**src/rtl/qmul_pkg.sv**
```systemverilog
// ============================================================================
// qmul_pkg
// Shared widths, types and term tables for the quaternion multiplier.
// ============================================================================
package qmul_pkg;

  localparam int COMP_WIDTH = 16;
  localparam int FRAC_BITS  = 14;

  // Full-precision product, one pair sum, and the final rounded sum.
  localparam int PROD_W = 2 * COMP_WIDTH;
  localparam int PSUM_W = PROD_W + 1;
  localparam int SUM_W  = ((PROD_W > FRAC_BITS) ? PROD_W : FRAC_BITS) + 3;

  typedef logic signed [COMP_WIDTH-1:0] comp_t;
  typedef logic signed [PROD_W-1:0]     prod_t;
  typedef logic signed [PSUM_W-1:0]     psum_t;
  typedef logic signed [SUM_W-1:0]      sum_t;

  // Component indexes (x, y, z vector part, w scalar part).
  localparam logic [1:0] IDX_X = 2'd0;
  localparam logic [1:0] IDX_Y = 2'd1;
  localparam logic [1:0] IDX_Z = 2'd2;
  localparam logic [1:0] IDX_W = 2'd3;

  // [output][term]: which a and b component each product term uses.
  localparam logic [3:0][3:0][1:0] A_SEL = {
    IDX_Z, IDX_Y, IDX_X, IDX_W,   // w
    IDX_Y, IDX_X, IDX_W, IDX_Z,   // z
    IDX_X, IDX_Z, IDX_W, IDX_Y,   // y
    IDX_Z, IDX_Y, IDX_W, IDX_X    // x
  };
  localparam logic [3:0][3:0][1:0] B_SEL = {
    IDX_Z, IDX_Y, IDX_X, IDX_W,   // w
    IDX_X, IDX_Y, IDX_Z, IDX_W,   // z
    IDX_Z, IDX_X, IDX_Y, IDX_W,   // y
    IDX_Y, IDX_Z, IDX_X, IDX_W    // x
  };
  // [output][term]: term enters the sum negated.
  localparam logic [3:0][3:0] TERM_NEG = {4'b1110, 4'b1000, 4'b1000, 4'b1000};

  // Rounding constant (one half LSB) and saturation bounds.
  localparam sum_t RND_HALF = sum_t'(64'sd1 <<< (FRAC_BITS - 1));
  localparam sum_t SAT_MAX  = sum_t'((64'sd1 <<< (COMP_WIDTH - 1)) - 64'sd1);
  localparam sum_t SAT_MIN  = sum_t'(-(64'sd1 <<< (COMP_WIDTH - 1)));
  localparam comp_t OUT_MAX = comp_t'(SAT_MAX);
  localparam comp_t OUT_MIN = comp_t'(SAT_MIN);

  // Load enables for the two adder stages.
  typedef struct packed {
    logic ld_pair;
    logic ld_total;
  } sum_ld_t;

endpackage

```
**src/rtl/qmul_sum.sv**
```systemverilog
// ============================================================================
// qmul_sum
// Two-stage adder tree: signed pair sums, then total plus rounding half.
// ============================================================================
module qmul_sum (
  input  logic              clk,
  input  qmul_pkg::sum_ld_t ld,
  input  qmul_pkg::prod_t   prod [4][4],
  output qmul_pkg::sum_t    total_r [4]
);

  qmul_pkg::psum_t term   [4][4];
  qmul_pkg::psum_t lo_nxt [4];
  qmul_pkg::psum_t hi_nxt [4];
  qmul_pkg::psum_t lo_r   [4];
  qmul_pkg::psum_t hi_r   [4];
  qmul_pkg::sum_t  total_nxt [4];

  always_comb begin
    for (int k = 0; k < 4; k++) begin
      for (int j = 0; j < 4; j++) begin
        term[k][j] = qmul_pkg::TERM_NEG[k][j] ? -qmul_pkg::psum_t'(prod[k][j])
                                              :  qmul_pkg::psum_t'(prod[k][j]);
      end
      lo_nxt[k] = term[k][0] + term[k][1];
      hi_nxt[k] = term[k][2] + term[k][3];
      total_nxt[k] = qmul_pkg::sum_t'(lo_r[k]) + qmul_pkg::sum_t'(hi_r[k])
                   + qmul_pkg::RND_HALF;
    end
  end

  always_ff @(posedge clk) begin
    if (ld.ld_pair) begin
      lo_r <= lo_nxt;
      hi_r <= hi_nxt;
    end
    if (ld.ld_total) begin
      total_r <= total_nxt;
    end
  end

endmodule

```
**config.mk**
```make
export PLATFORM = sky130hd
export DESIGN_NAME = qmul_sum
export DESIGN_NICKNAME = d
export VERILOG_FILES = /design/src/rtl/qmul_pkg.sv /design/src/rtl/qmul_sum.sv
export SDC_FILE = /design/constraint.sdc
export NUM_CORES = 1
export LEC_CHECK = 0
export BUFFER_PORTS_ARGS = -buffer_cell sky130_fd_sc_hd__buf_2
export CAP_MARGIN = 15
export CORE_MARGIN = 5
export CORE_UTILIZATION = 55
export DETAILED_ROUTE_END_ITERATION = 8
export PLACE_DENSITY_LB_ADDON = 0.1
export SLEW_MARGIN = 25
export SYNTH_ARGS = -nofsm -noshare
export SYNTH_HDL_FRONTEND = slang
export SYNTH_SLANG_ARGS = --single-unit
```
**constraint.sdc**
```tcl
create_clock -name clk -period 5.64 [get_ports clk]
set_clock_uncertainty 0.2 [all_clocks]
set_input_delay 1.41 -clock clk [delete_from_list [all_inputs] [get_ports clk]]
set_output_delay 1.41 -clock clk [all_outputs]
set_load 0.05 [all_outputs]
```
# Word-level counts from Yosys, hierarchy flattened
# Index checks and enable logic that the tools add are counted.
# word_totals
register_bits,404
in_bits,515
out_inout_bits,140
elab_cells,34
mem_count,0
mem_bits_ro,0
mem_bits_rw,0
latch_bits,0
# op_classes
addsub,22
shifts,0
bitwise_logic,0
n_lt_le_gt_ge,0
eq_ne,0
reduce_logical,0
mux,0
div_mod_pow,0
n_mul,0
# ops
operator,count
32-bit negator with 33-bit output,6
34-bit by 15-bit adder with 35-bit output (second input constant),4
33-bit by 33-bit adder with 34-bit output,4
32-bit by 33-bit adder with 33-bit output,4
32-bit by 32-bit adder with 33-bit output,3
33-bit adder,1

# Depth between registers and ports, before layout
# depth
depth_word,2
depth_mapped,14
depth_no_buf,13

# Worst setup path before layout
# No wires, ideal clock.
# synth_path
path_type,input-to-reg
from,in prod[1] (netlist name)
to,reg hi_r[21] (netlist name) (data pin)
required_ns,5.177
path_buffers,0
arrival_ns,4.018
slack_ns,1.159
setup_ns,0.263
path_stages,13
cell_sequence,ha_1 inv_1 ha_1 fa_1 a21oi_1 o21ai_1 a2111oi_2 o31ai_1 a21o_1 a21oi_2 nor3_1 o41ai_2 xnor2_1
# synth_rtl
element,line_no,source
start: declaration,qmul_sum.sv:8,"input qmul_pkg::prod_t prod [4][4],"
end signal: assignment,qmul_sum.sv:35,hi_r <= hi_nxt;
end: declaration,qmul_sum.sv:16,qmul_pkg::psum_t hi_r [4];

==> impl_metrics.csv <==
group,metric,value,unit
outcome,status,"completed",
drt,vias_per_cell,5.739,
timing,max_freq,0.2235,GHz
critical_path,arrival,4600,ps
grt,track_usage,27.59,%
floorplan,fp.dieH,261.1,µm
logic_synthesis,synth_top_area_share,34.99,%
critical_path,worstSetupEndpointType,"flip-flop",
clock_tree,cts_tree,"built",
drt,wl,99130,µm
drt,num_vias,29140,
clock_tree,post-cts-setup-buffer-count,0,
logic_synthesis,synthesis.area,34670,µm²
logic_synthesis,synth_edf_count,404,
grt,grt_pass1_vias,27550,
power,sw_frac_of_total,42.25,%
grt,gr-total-overflow,0,
drt,routed.top_layer,"met5",
timing,max-slew-margin-rel,44.39,%
clock_tree,clkLatencyLatePin,590,ps
placement,dp.cells,4983,
grt,grt_max_degree,92,
floorplan,row_count,92,
logic_synthesis,async_flop_share,0,%
clock_tree,cts.sinks,404,
logic_synthesis,yosysTopAreaCell,"edfxtp_1",
cells_and_area,layout-drive-gt1-share,18.37,%
timing,final.setup.tns,0,ps
clock_tree,cts_resized,0,
timing,finalCritPeriodShare,79.33,%
logic_synthesis,synth.area.top_cells,"edfxtp_1 (35%), ha_1 (20%), xnor2_1 (5.7%)",
timing,tightest_slew,834.2,ps
logic_synthesis,syn-instance-count,3536,
drt,route.detailed.drc,0,
power,p_seq_share,30.1,%
power,power.density,397.8,nW/µm²
power,p_leak,0.01957,µW
floorplan,core-area,62740,µm²
timing,layout_setup_ws,1166,ps
run,drv_cap,0,
grt,antenna_found_initial,18,
clock_tree,root_buffer,"clkbuf_16",
cells_and_area,instances_no_fill,5078,
drt,wl_per_cell,19.52,µm
critical_path,cp_max_fo,4,
logic_synthesis,synth_seq_cells,404,
timing,slew_viol_final,0,
floorplan,initial_utilization,55.27,%
drt,wl_met2,45310,µm
hold_path,min_path_type,"flip-flop to flip-flop",
timing,hold_violations,0,
clock_tree,numCtsBuffers,48,
drt,wl_met3,7196,µm
drt,ant_nets,0,
placement,pre_cts_ws,622.0,ps
cells_and_area,fin_util,64.57,%
placement,gp_congestion,0.9611,
power,internal_power,9307,µW
cells_and_area,layout_commonest_cell,"buf_2",
logic_synthesis,synth_area_per_cell,9.806,µm²
drt,drt_iter0_drc,1980,
clock_tree,clkTransAtPathRegs,60,ps
logic_synthesis,ys.flop_type,"edfxtp_1",
logic_synthesis,synth.distinct_cells,88,
placement,port-buffer-count,654,
power,p_switching,6810,µW
cells_and_area,finalNetCount,5265,
clock_tree,cts_buffer_depth,3,
floorplan,die_x,261.1,µm
placement,dp_hpwl,82180,µm
timing,fin_crit,4474,ps
cells_and_area,final_cell_mix,"buf_2 (652), ha_1 (551), edfxtp_1 (404), inv_1 (331), a21oi_1 (329)",
clock_tree,ctsHoldBuffers,0,
clock_tree,cts_max_level,2,
critical_path,crit_required,5760,ps
logic_synthesis,syn_nets,4614,
critical_path,worst-setup-path-type,"input pin to flip-flop",
logic_synthesis,yosysSeqAreaShare,34.99,%
drt,wirelength_met1,43060,µm
timing,rsz0062_at_grt,"false",
power,power_frac_clock,20.1,%
grt,grt_pass1_wl,148900,µm
floorplan,design.die.area,68160,µm²
floorplan,pin_count,655,
cells_and_area,synthToLayoutAreaGrowth,16.83,%
timing,setup_viol,0,
logic_synthesis,ys_warn_count,0,
power,peakVddDrop,216.1,µV
power,pwr-share-comb,49.8,%
critical_path,worstSetupStartpointType,"input pin",
drt,first_pass_iters,6,
## power groups by stage
stage | logic, µW | registers [µW] | clock network [µW]
2_1_floorplan | 4330 | 6400 | 0
3_3_place_gp | 7850 | 4900 | 0
3_5_place_dp | 7920 | 4900 | 0
4_1_cts | 7980 | 4850 | 3320
5_1_grt | 8720 | 4900 | 3430
6_report | 8020 | 4850 | 3240
## sequential cells by signal (all words and copies together), names as in the netlist
name     cells
lo_r       132
hi_r       132
total_r    140
## critical path, stage by stage
cell and delay, ps:
buf_2 100, ha_1 270, inv_1 40, ha_1 210, fa_1 460, a21oi_1 210, o21ai_1 120, a2111oi_2 610
nor4_1 140, o21ai_1 220, a21boi_1 130, a221oi_2 390, or4b_1 190, nand4b_1 110
## per-stage QoR
stage               total power (µW)  hold WS [ps]  area (µm²)
floorplan                      10740         312.8       34670
global placement               12750         324.9       38850
detailed placement             12820         333.6       38850
CTS                            16150         347.7       40490
global route                   17060         364.2       40500
finish                         16120         345.9       40510
## cells in the mapped netlist (all sizes together), types with 6 or more instances
library cell / number
o21a: 48
nand3: 74
and2: 13
edfxtp: 404
a21oi: 331
and4: 10
a211oi: 33
a221oi: 10
o31ai: 27
nor3b: 8
nand4: 44
a311oi: 10
clkbuf: 54
a21o: 235
a221o: 9
nand3b: 6
or3: 11
ha: 551
a2111oi: 12
nor2b: 47
o21bai: 75
o21ai: 164
a211o: 15
o41ai: 7
inv: 331
a41oi: 6
o211ai: 20
nor3: 49
o311ai: 7
fa: 12
or2: 16
and3: 41
a31oi: 41
xnor2: 226
xor2: 101
o221ai: 7
nor2: 191
o31a: 17
nand2: 165
a21boi: 10
nand2b: 40
a31o: 7
## worst paths after layout
path,from,end,slack [ps],cells past startpoint
setup / recovery,prod[1],hi_r[29]$_DFFE_PP_,1170,14
hold / removal,hi_r[0]$_DFFE_PP_,total_r[0]$_DFFE_PP_,350,1
setup reg to reg,hi_r[100]$_DFFE_PP_,total_r[138]$_DFFE_PP_,1580,13
hold reg to reg,hi_r[0]$_DFFE_PP_,total_r[0]$_DFFE_PP_,350,1
## cell type report
class | count | area [µm²]
well taps | 846 | 1059
inverters | 331 | 1242
diodes | 8 | 20.02
clock buffers | 57 | 1256
clock inverters | 30 | 379.1
multi-input cells | 2744 | 21080
repair buffers | 658 | 3344
fillers | 5274 | 22230
flip-flops and latches | 404 | 12130
## metal layers
layer  global-route usage, %  vias up
li1                        -    14440
met1                   37.93    13570
met2                   44.64      944
met3                   5.100      185
met4                   8.599       14
met5                       0        -
## cell families after synthesis
| kind of cell | after synthesis | synth area share [%] |
|---|---|---|
| AO/OA/AOI/OAI | 1119 | 21.42 |
| AND/OR/NAND/NOR | 732 | 10.44 |
| adder cells (fa/ha/maj) | 563 | 20.58 |
| flip-flops | 404 | 34.99 |
| buffers and inverters | 388 | 4.222 |
| XOR/XNOR | 327 | 8.260 |
| multiplexers | 3 | 0.09021 |
Note: power is estimated with default switching activity, not from simulation.
