**config.mk**
```make
export PLATFORM = sky130hd
export DESIGN_NAME = qmul_rsat
export DESIGN_NICKNAME = d
export VERILOG_FILES = /design/src/rtl/qmul_pkg.sv /design/src/rtl/qmul_rsat.sv
export SDC_FILE = /design/constraint.sdc
export NUM_CORES = 1
export LEC_CHECK = 0
export BUFFER_PORTS_ARGS = -buffer_cell sky130_fd_sc_hd__buf_4
export CORE_MARGIN = 10
export CORE_UTILIZATION = 41
export CTS_BUF_LIST = sky130_fd_sc_hd__clkbuf_2 sky130_fd_sc_hd__clkbuf_4 sky130_fd_sc_hd__clkbuf_8
export CTS_CLUSTER_SIZE = 12
export DETAILED_ROUTE_END_ITERATION = 6
export PLACE_DENSITY = 0.92
export SETUP_SLACK_MARGIN = 0.3
export SKIP_CTS_REPAIR_TIMING = 1
export SLEW_MARGIN = 20
export SYNTH_ARGS = -nofsm -noshare
export SYNTH_HDL_FRONTEND = slang
export SYNTH_SLANG_ARGS = --single-unit
```
**constraint.sdc**
```tcl
create_clock -name clk -period 1.55 [get_ports clk]
set_input_delay 0.31 -clock clk [delete_from_list [all_inputs] [get_ports clk]]
set_output_delay 0.31 -clock clk [all_outputs]
set_load 0.1 [all_outputs]
```
**src/rtl/qmul_pkg.sv**
```systemverilog
// ============================================================================
// qmul_pkg
// Shared widths, types and term tables for the quaternion multiplier.
// ============================================================================
package qmul_pkg;

  localparam int COMP_WIDTH = 16;
  localparam int FRAC_BITS  = 14;

  // Full-precision product, one pair sum, and the final rounded sum.
  localparam int PROD_W = 2 * COMP_WIDTH;
  localparam int PSUM_W = PROD_W + 1;
  localparam int SUM_W  = ((PROD_W > FRAC_BITS) ? PROD_W : FRAC_BITS) + 3;

  typedef logic signed [COMP_WIDTH-1:0] comp_t;
  typedef logic signed [PROD_W-1:0]     prod_t;
  typedef logic signed [PSUM_W-1:0]     psum_t;
  typedef logic signed [SUM_W-1:0]      sum_t;

  // Component indexes (x, y, z vector part, w scalar part).
  localparam logic [1:0] IDX_X = 2'd0;
  localparam logic [1:0] IDX_Y = 2'd1;
  localparam logic [1:0] IDX_Z = 2'd2;
  localparam logic [1:0] IDX_W = 2'd3;

  // [output][term]: which a and b component each product term uses.
  localparam logic [3:0][3:0][1:0] A_SEL = {
    IDX_Z, IDX_Y, IDX_X, IDX_W,   // w
    IDX_Y, IDX_X, IDX_W, IDX_Z,   // z
    IDX_X, IDX_Z, IDX_W, IDX_Y,   // y
    IDX_Z, IDX_Y, IDX_W, IDX_X    // x
  };
  localparam logic [3:0][3:0][1:0] B_SEL = {
    IDX_Z, IDX_Y, IDX_X, IDX_W,   // w
    IDX_X, IDX_Y, IDX_Z, IDX_W,   // z
    IDX_Z, IDX_X, IDX_Y, IDX_W,   // y
    IDX_Y, IDX_Z, IDX_X, IDX_W    // x
  };
  // [output][term]: term enters the sum negated.
  localparam logic [3:0][3:0] TERM_NEG = {4'b1110, 4'b1000, 4'b1000, 4'b1000};

  // Rounding constant (one half LSB) and saturation bounds.
  localparam sum_t RND_HALF = sum_t'(64'sd1 <<< (FRAC_BITS - 1));
  localparam sum_t SAT_MAX  = sum_t'((64'sd1 <<< (COMP_WIDTH - 1)) - 64'sd1);
  localparam sum_t SAT_MIN  = sum_t'(-(64'sd1 <<< (COMP_WIDTH - 1)));
  localparam comp_t OUT_MAX = comp_t'(SAT_MAX);
  localparam comp_t OUT_MIN = comp_t'(SAT_MIN);

  // Load enables for the two adder stages.
  typedef struct packed {
    logic ld_pair;
    logic ld_total;
  } sum_ld_t;

endpackage

```
**src/rtl/qmul_rsat.sv**
```systemverilog
// ============================================================================
// qmul_rsat
// Output stage: drop fraction bits, saturate, collect overflow.
// ============================================================================
module qmul_rsat (
  input  logic             clk,
  input  logic             ld,
  input  qmul_pkg::sum_t   total [4],
  output qmul_pkg::comp_t  res_r [4],
  output logic             ovf_r
);

  qmul_pkg::sum_t  shifted [4];
  qmul_pkg::comp_t res_nxt [4];
  logic [3:0]      sat;
  logic            ovf_nxt;

  always_comb begin
    for (int k = 0; k < 4; k++) begin
      shifted[k] = total[k] >>> qmul_pkg::FRAC_BITS;
      if (shifted[k] > qmul_pkg::SAT_MAX) begin
        res_nxt[k] = qmul_pkg::OUT_MAX;
        sat[k]     = 1'b1;
      end else if (shifted[k] < qmul_pkg::SAT_MIN) begin
        res_nxt[k] = qmul_pkg::OUT_MIN;
        sat[k]     = 1'b1;
      end else begin
        res_nxt[k] = shifted[k][qmul_pkg::COMP_WIDTH-1:0];
        sat[k]     = 1'b0;
      end
    end
    ovf_nxt = |sat;
  end

  always_ff @(posedge clk) begin
    if (ld) begin
      res_r <= res_nxt;
      ovf_r <= ovf_nxt;
    end
  end

endmodule

```
Yosys cells after proc, flatten, opt, wreduce, memory -nomap -nowiden

Index checks and enable logic that the tools add are counted.

Memories kept: 0
Output and inout port bits: 65
Memory bits (read-only): 0
Logic and storage cells: 26
Flip-flop bits (word level): 65
RAM bits: 0
Bits of input ports: 142
Latch bits: 0

Add/subtract/negate cells: 0
Div/mod/pow operators: 0
Reductions and logical operators: 1
Mux-type cells: 12
Order comparisons: 8
Bitwise gates (word level): 0
Eq/ne operators: 0
$mul: 0
Shift operators: 0

Operators with widths:

| cell                                                                              | number |
|---|---|
| 21-bit by 16-bit greater-than comparator with 1-bit output, second input constant | 4 |
| 21-bit by 16-bit less-than comparator with 1-bit output, second input constant    | 4 |
| 16-bit 2-to-1 mux                                                                 | 4 |
| 1-bit 2-to-1 mux                                                                  | 8 |
| 4-bit OR reduction                                                                | 1 |

Longest topological paths before layout

Gate-level depths: netlist of the first run.

Depth in word-level cells: 4
Mapped depth: 4
Depth with buffers taken out: 4

Worst setup path before layout of the first run

No wires, ideal clock.

Path kind: reg-to-output
Start point: register ovf_r
End point: output ovf_r
Path buffers: 0
Data required time: 1240 ps
Arrival time: 904 ps
Stages on the path, launching flop included: 1
Setup slack: 336 ps
Path through: edfxtp_1

RTL lines:

| element                  | line            | RTL |
|---|---|---|
| start: declaration       | qmul_rsat.sv:10 | `output logic ovf_r` |
| start signal: assignment | qmul_rsat.sv:38 | `ovf_r <= ovf_nxt;` |

No word-level cell between the ends.

Worst setup path after layout of the first run

Start point: register res_r[57] (netlist name)
End point: output res_r[57] (netlist name)

RTL lines:

| element                  | line            | RTL |
|---|---|---|
| start: declaration       | qmul_rsat.sv:9  | `output qmul_pkg::comp_t res_r [4],` |
| start signal: assignment | qmul_rsat.sv:37 | `res_r <= res_nxt;` |

No word-level cell between the ends.

==> metrics.csv, run 1 <==
metric;value;unit
outcome;finished clean;
synth.distinct_cells;14;
grt_pass1_wl;11400;microns
crit_type;flop to output port;
pwr-share-seq;0.418;
synth-seq-area-share;0.721;
hold_viol;0;
pin_count;207;
cp_num_buf_inv;1;
synth_most_common_cell;edfxtp_1;
routedWlPerCell;19.1;microns
syn_inst;164;
drv_slew;0;
wl_met2;4270;microns
area_growth_syn_to_layout;59.2;%
cts_max_path_buffers;2;
dp_cells;385;
syn_area;2710;sq um
fp-row-count;29;
die_y;101;microns
drtIter0Drc;35;
seqCellArea;1950;sq um
p_per_area;1220;nW/um^2
die_area;10300;sq um
crit_path_cell_trace;buf_6;
period_share;0.807;
drt-met1-wl;2610;microns
synth_common_cells;edfxtp_1, a21o_1, buf_4, nor2_1;
routed-wl-met3;697;microns
setup_viol;0;
antenna_found_initial;0;
gp_congestion;0.734;
port_buffers;150;
routed.top_layer;met4;
h-tree-depth;3;
path_clk_slew;0.07;ns
p_leak;1.98;nW
max_stage_delay;0.41;ns
overflow;0;
start_kind;flop;
async_reset_ff_frac;0;
end_kind;output port;
syn_nets;306;
grt_max_degree;66;
drive_gt1_frac;0.565;
start_util;0.424;
multi_input_area;668;sq um
place_hpwl;5820;microns
antenna_cells;0;
cap_violations;0;
cp_top_family;flip-flops;
synth_area_leaders;edfxtp_1, a21o_1, o21ai_4, nor3_2, buf_4;
avgSynthCellArea;16.5;sq um
synthFlopType;edfxtp_1;
hp-class;input port to flop;
clkPwrFrac;0.228;
switching_power;2.02;mW
critPathMaxFanout;1;
yosysWarnings;0;
rsz0062_at_grt;yes;
tightest_slew;0.697;ns
die_w;101;microns
routed_wirelength;7680;microns
fin_cells;401;
synth-seq-cells;65;
timing.fmax;799;MHz
yosysTopAreaCell;edfxtp_1;
finalCriticalPeriod;1.25;ns
swShare;0.385;
grtUsageTotal;0.141;
fp.coreArea;6390;sq um
vias;1982;
nFillCells;465;
antenna_left;0;
hold_slack;0.205;ns
cts_buffers;9;
setup_tns;0;ns
grt_pass1_vias;2190;
layout.nets;461;
drt_pre_antenna_iters;4;
power.share.combinational;0.355;
ir_drop;0.705;mV
synth_edf_count;65;
synth_top_area_share;0.721;
arrival;0.94;ns
maxSlewHeadroom;0.535;
crit_slowest_cell;edfxtp_1;
cts_root_buf;clkbuf_8;
viasPerCell;4.94;
cts_tree;yes;
p_int;3.23;mW
cts_sinks;65;
drc;0;
crit_required;1.24;ns
-- power by group through the flow --
stage	clock network [mW]	registers (mW)	logic [mW]
floorplan	0	3.31	0.171
global placement	0	2.19	1.76
detailed placement	0	2.20	1.77
CTS	1.23	2.16	1.78
global route	1.31	2.21	1.92
finish	1.19	2.19	1.86
-- layout make-up --
type / count / area share
sequential: 65 / 0.453
timing repair buffer: 156 / 0.332
multi-input combinational: 87 / 0.155
clock buffer: 11 / 0.0322
tap: 77 / 0.0224
clock inverter: 5 / 0.00523
-- state kept, by name (all words and copies together) (netlist names) --
| register | flops |
|---|---|
| res_r | 64 |
| ovf_r | 1 |
-- cells by family after synthesis --
group,share of synthesized area
AO/OA/AOI/OAI,0.203
buffers and inverters,0.0319
flip-flops,0.721
AND/OR/NAND/NOR,0.0435
-- metal layers --
layer | up-vias | global-route usage
met5 | - | 0
met2 | 85 | 0.250
li1 | 939 | -
met1 | 950 | 0.145
met3 | 8 | 0.0517
met4 | 0 | 0.0643
-- path summary, 6_finish.rpt --
path | start | to | slack [ns] | cells after the start
min | total[34] | res_r[15] | 0.20 | 1
max | res_r[57] | res_r[57] | 0.30 | 1
-- stage by stage --
stage	worst slack, ns	util	power (mW)	cell area, sq um
2_1_floorplan	0.336	-	3.48	2710
3_3_place_gp	0.183	0.611	3.94	3900
3_5_place_dp	0.174	0.611	3.97	3900
4_1_cts	0.244	0.636	5.17	4060
5_1_grt	0.262	0.675	5.44	4310
6_report	0.298	0.675	5.24	4310
-- layout by cell type (no fill, tap or decap), types with 2 or more instances in the layout --
| cell | netlist | layout |
|---|---|---|
| buf_4 | 5 | 90 |
| edfxtp_1 | 65 | 65 |
| buf_6 | 3 | 64 |
| a21o_1 | 60 | 60 |
| clkbuf_8 | 0 | 9 |
| nor2_1 | 5 | 5 |
| nor3_2 | 4 | 4 |
| a21oi_2 | 4 | 4 |
| nand2_1 | 4 | 4 |
| o21ai_4 | 4 | 4 |
| nand3_1 | 3 | 3 |
| clkinv_2 | 0 | 3 |
| clkbuf_4 | 0 | 2 |
| clkinv_1 | 0 | 2 |
(Power assumes the default switching activity.)
==> inputs of run 2 (changes only) <==
==> constraint.sdc (replaced) <==
create_clock -name clk -period 1.2 [get_ports clk]
set_input_delay 0.24 -clock clk [delete_from_list [all_inputs] [get_ports clk]]
set_output_delay 0.24 -clock clk [all_outputs]
set_load 0.1 [all_outputs]
==> metrics.csv, run 2 (synthesis gave the netlist of run 1 again) <==
metric;value;unit;change
outcome;finished clean;;
viasPerCell;4.94;;about the same
fp.coreArea;6390;sq um;unchanged
drt_pre_antenna_iters;5;;+1
setup_ws;0.00948;ns;-0.289 ns
fp-row-count;29;;unchanged
hold_viol;0;;unchanged
grtUsageTotal;0.137;;-0.00431
cts_max_path_buffers;2;;unchanged
grt_pass1_vias;2133;;-2.6%
die_y;101;microns;unchanged
drive_gt1_frac;0.564;;about the same
total_power;6.99;mW;+33%
tightest_slew;0.428;ns;-0.269 ns
cts_tree;yes;;
fin_cells;403;;+0.50%
p_per_area;1480;nW/um^2;+22%
routed_wirelength;8070;microns;+5.1%
finalCriticalPeriod;1.19;ns;
final_common_cell;buf_4;;
start_util;0.424;;unchanged
port_buffers;150;;unchanged
cts_buffers;9;;unchanged
grt_max_degree;34;;-48%
cts_root_buf;clkbuf_8;;
vias;1990;;+0.40%
crit_end;res_r[42];;
end_kind;output port;;
cp_num_buf_inv;1;;unchanged
drc;0;;unchanged
drtIter0Drc;29;;-17%
arrival;0.95;ns;about the same
start_kind;flop;;
final_cell_mix;buf_4, edfxtp_1, a21o_1;;
layout.nets;464;;+0.65%
top_register;res_r;;
dp_cells;388;;+0.78%
hp-class;input port to flop;;
top_regs;res_r x64, ovf_r x1;;
maxSlewHeadroom;0.714;;+0.179
p_leak;2.13;nW;+7.6%
h-tree-depth;3;;unchanged
path_clk_slew;0.07;ns;about the same
die_w;101;microns;unchanged
crit_start;res_r[42];;
min_path_cells;1;;unchanged
antenna_left;0;;unchanged
grt_pass1_wl;11000;microns;-3.5%
crit_slowest_cell;edfxtp_1;;
utilization;0.738;;+0.0631
area_growth_syn_to_layout;74.1;%;
setup_viol;0;;unchanged
overflow;0;;unchanged
cts_sinks;65;;unchanged
critPathMaxFanout;1;;unchanged
crit_required;0.96;ns;-0.28 ns
crit_path_cell_trace;buf_12;;
max_stage_delay;0.43;ns;+0.02 ns
cap_violations;0;;unchanged
antenna_cells;0;;unchanged
largest_register_ffs;64;;unchanged
crit_type;flop to output port;;
period_share;0.992;;
drv_slew;0;;unchanged
cp_top_family;flip-flops;;
routedWlPerCell;20.0;microns;+4.6%
die_area;10300;sq um;unchanged
ir_drop;1.05;mV;+49%
post-place-ws;-0.118;ns;-0.291 ns
timing.fmax;840;MHz;
gp_congestion;0.743;;+1.2%
antenna_found_initial;0;;unchanged
cp_num_cells;1;;unchanged
place_hpwl;5980;microns;+2.7%
rsz0062_at_grt;yes;;
pin_count;207;;unchanged
-- run 2: cell count changes in the layout (fill, tap and decap cells not counted), moves of 3 or more --
cell | before | now
buf_6 | 64 | 21
buf_12 | 1 | 30
buf_8 | 1 | 21
nor3_2 | 4 | 0
nor3_4 | 0 | 4
buf_4 | 90 | 87
-- run 2: per-stage QoR --
| step | TNS [ns] | instance area (sq um) | hold WS [ns] |
|---|---|---|---|
| final | 0 | 4710 | 0.140 |
| after global routing | -0.143 | 4710 | 0.123 |
| after CTS | -0.318 | 4120 | 0.117 |
| after detailed placement | -2.17 | 3970 | 0.467 |
| after global placement | -0.742 | 3970 | 0.463 |
| after floorplan | 0 | 2740 | 0.352 |
-- run 2: routing by layer --
metal / vias up / routed length, microns / track usage / part of all wire
met5: - / 0 / 0 / 0
met4: 0 / 135 / 0.0665 / 0.017
li1: 946 / - / - / -
met1: 950 / 2710 / 0.136 / 0.34
met2: 86 / 4520 / 0.244 / 0.56
met3: 8 / 704 / 0.0524 / 0.087
-- run 2: worst min path at each step --
stage	startpoint	end	slack (ns)
2_1_floorplan	ld	ovf_r	0.35
3_3_place_gp	total[104]	res_r[47]	0.46
3_5_place_dp	total[69]	res_r[31]	0.47
4_1_cts	total[104]	res_r[47]	0.12
5_1_grt	total[104]	res_r[47]	0.12
6_report	total[104]	res_r[47]	0.14
-- run 2: area by class of cell --
cell class / count / area, sq um
Timing Repair Buffer: 159 / 1810
Clock buffer: 9 / 124
Clock inverter: 6 / 26.3
Fill cell: 405 / 1670
Tap cell: 77 / 96.3
Multi-Input combinational cell: 87 / 708
Sequential cell: 65 / 1950
-- run 2: report_power, final --
group | internal (mW) | switching (mW) | total (mW)
Clock | 0.706 | 0.768 | 1.47
Sequential | 2.74 | 0.132 | 2.87
Combinational | 0.877 | 1.77 | 2.64
Total | 4.32 | 2.67 | 6.99
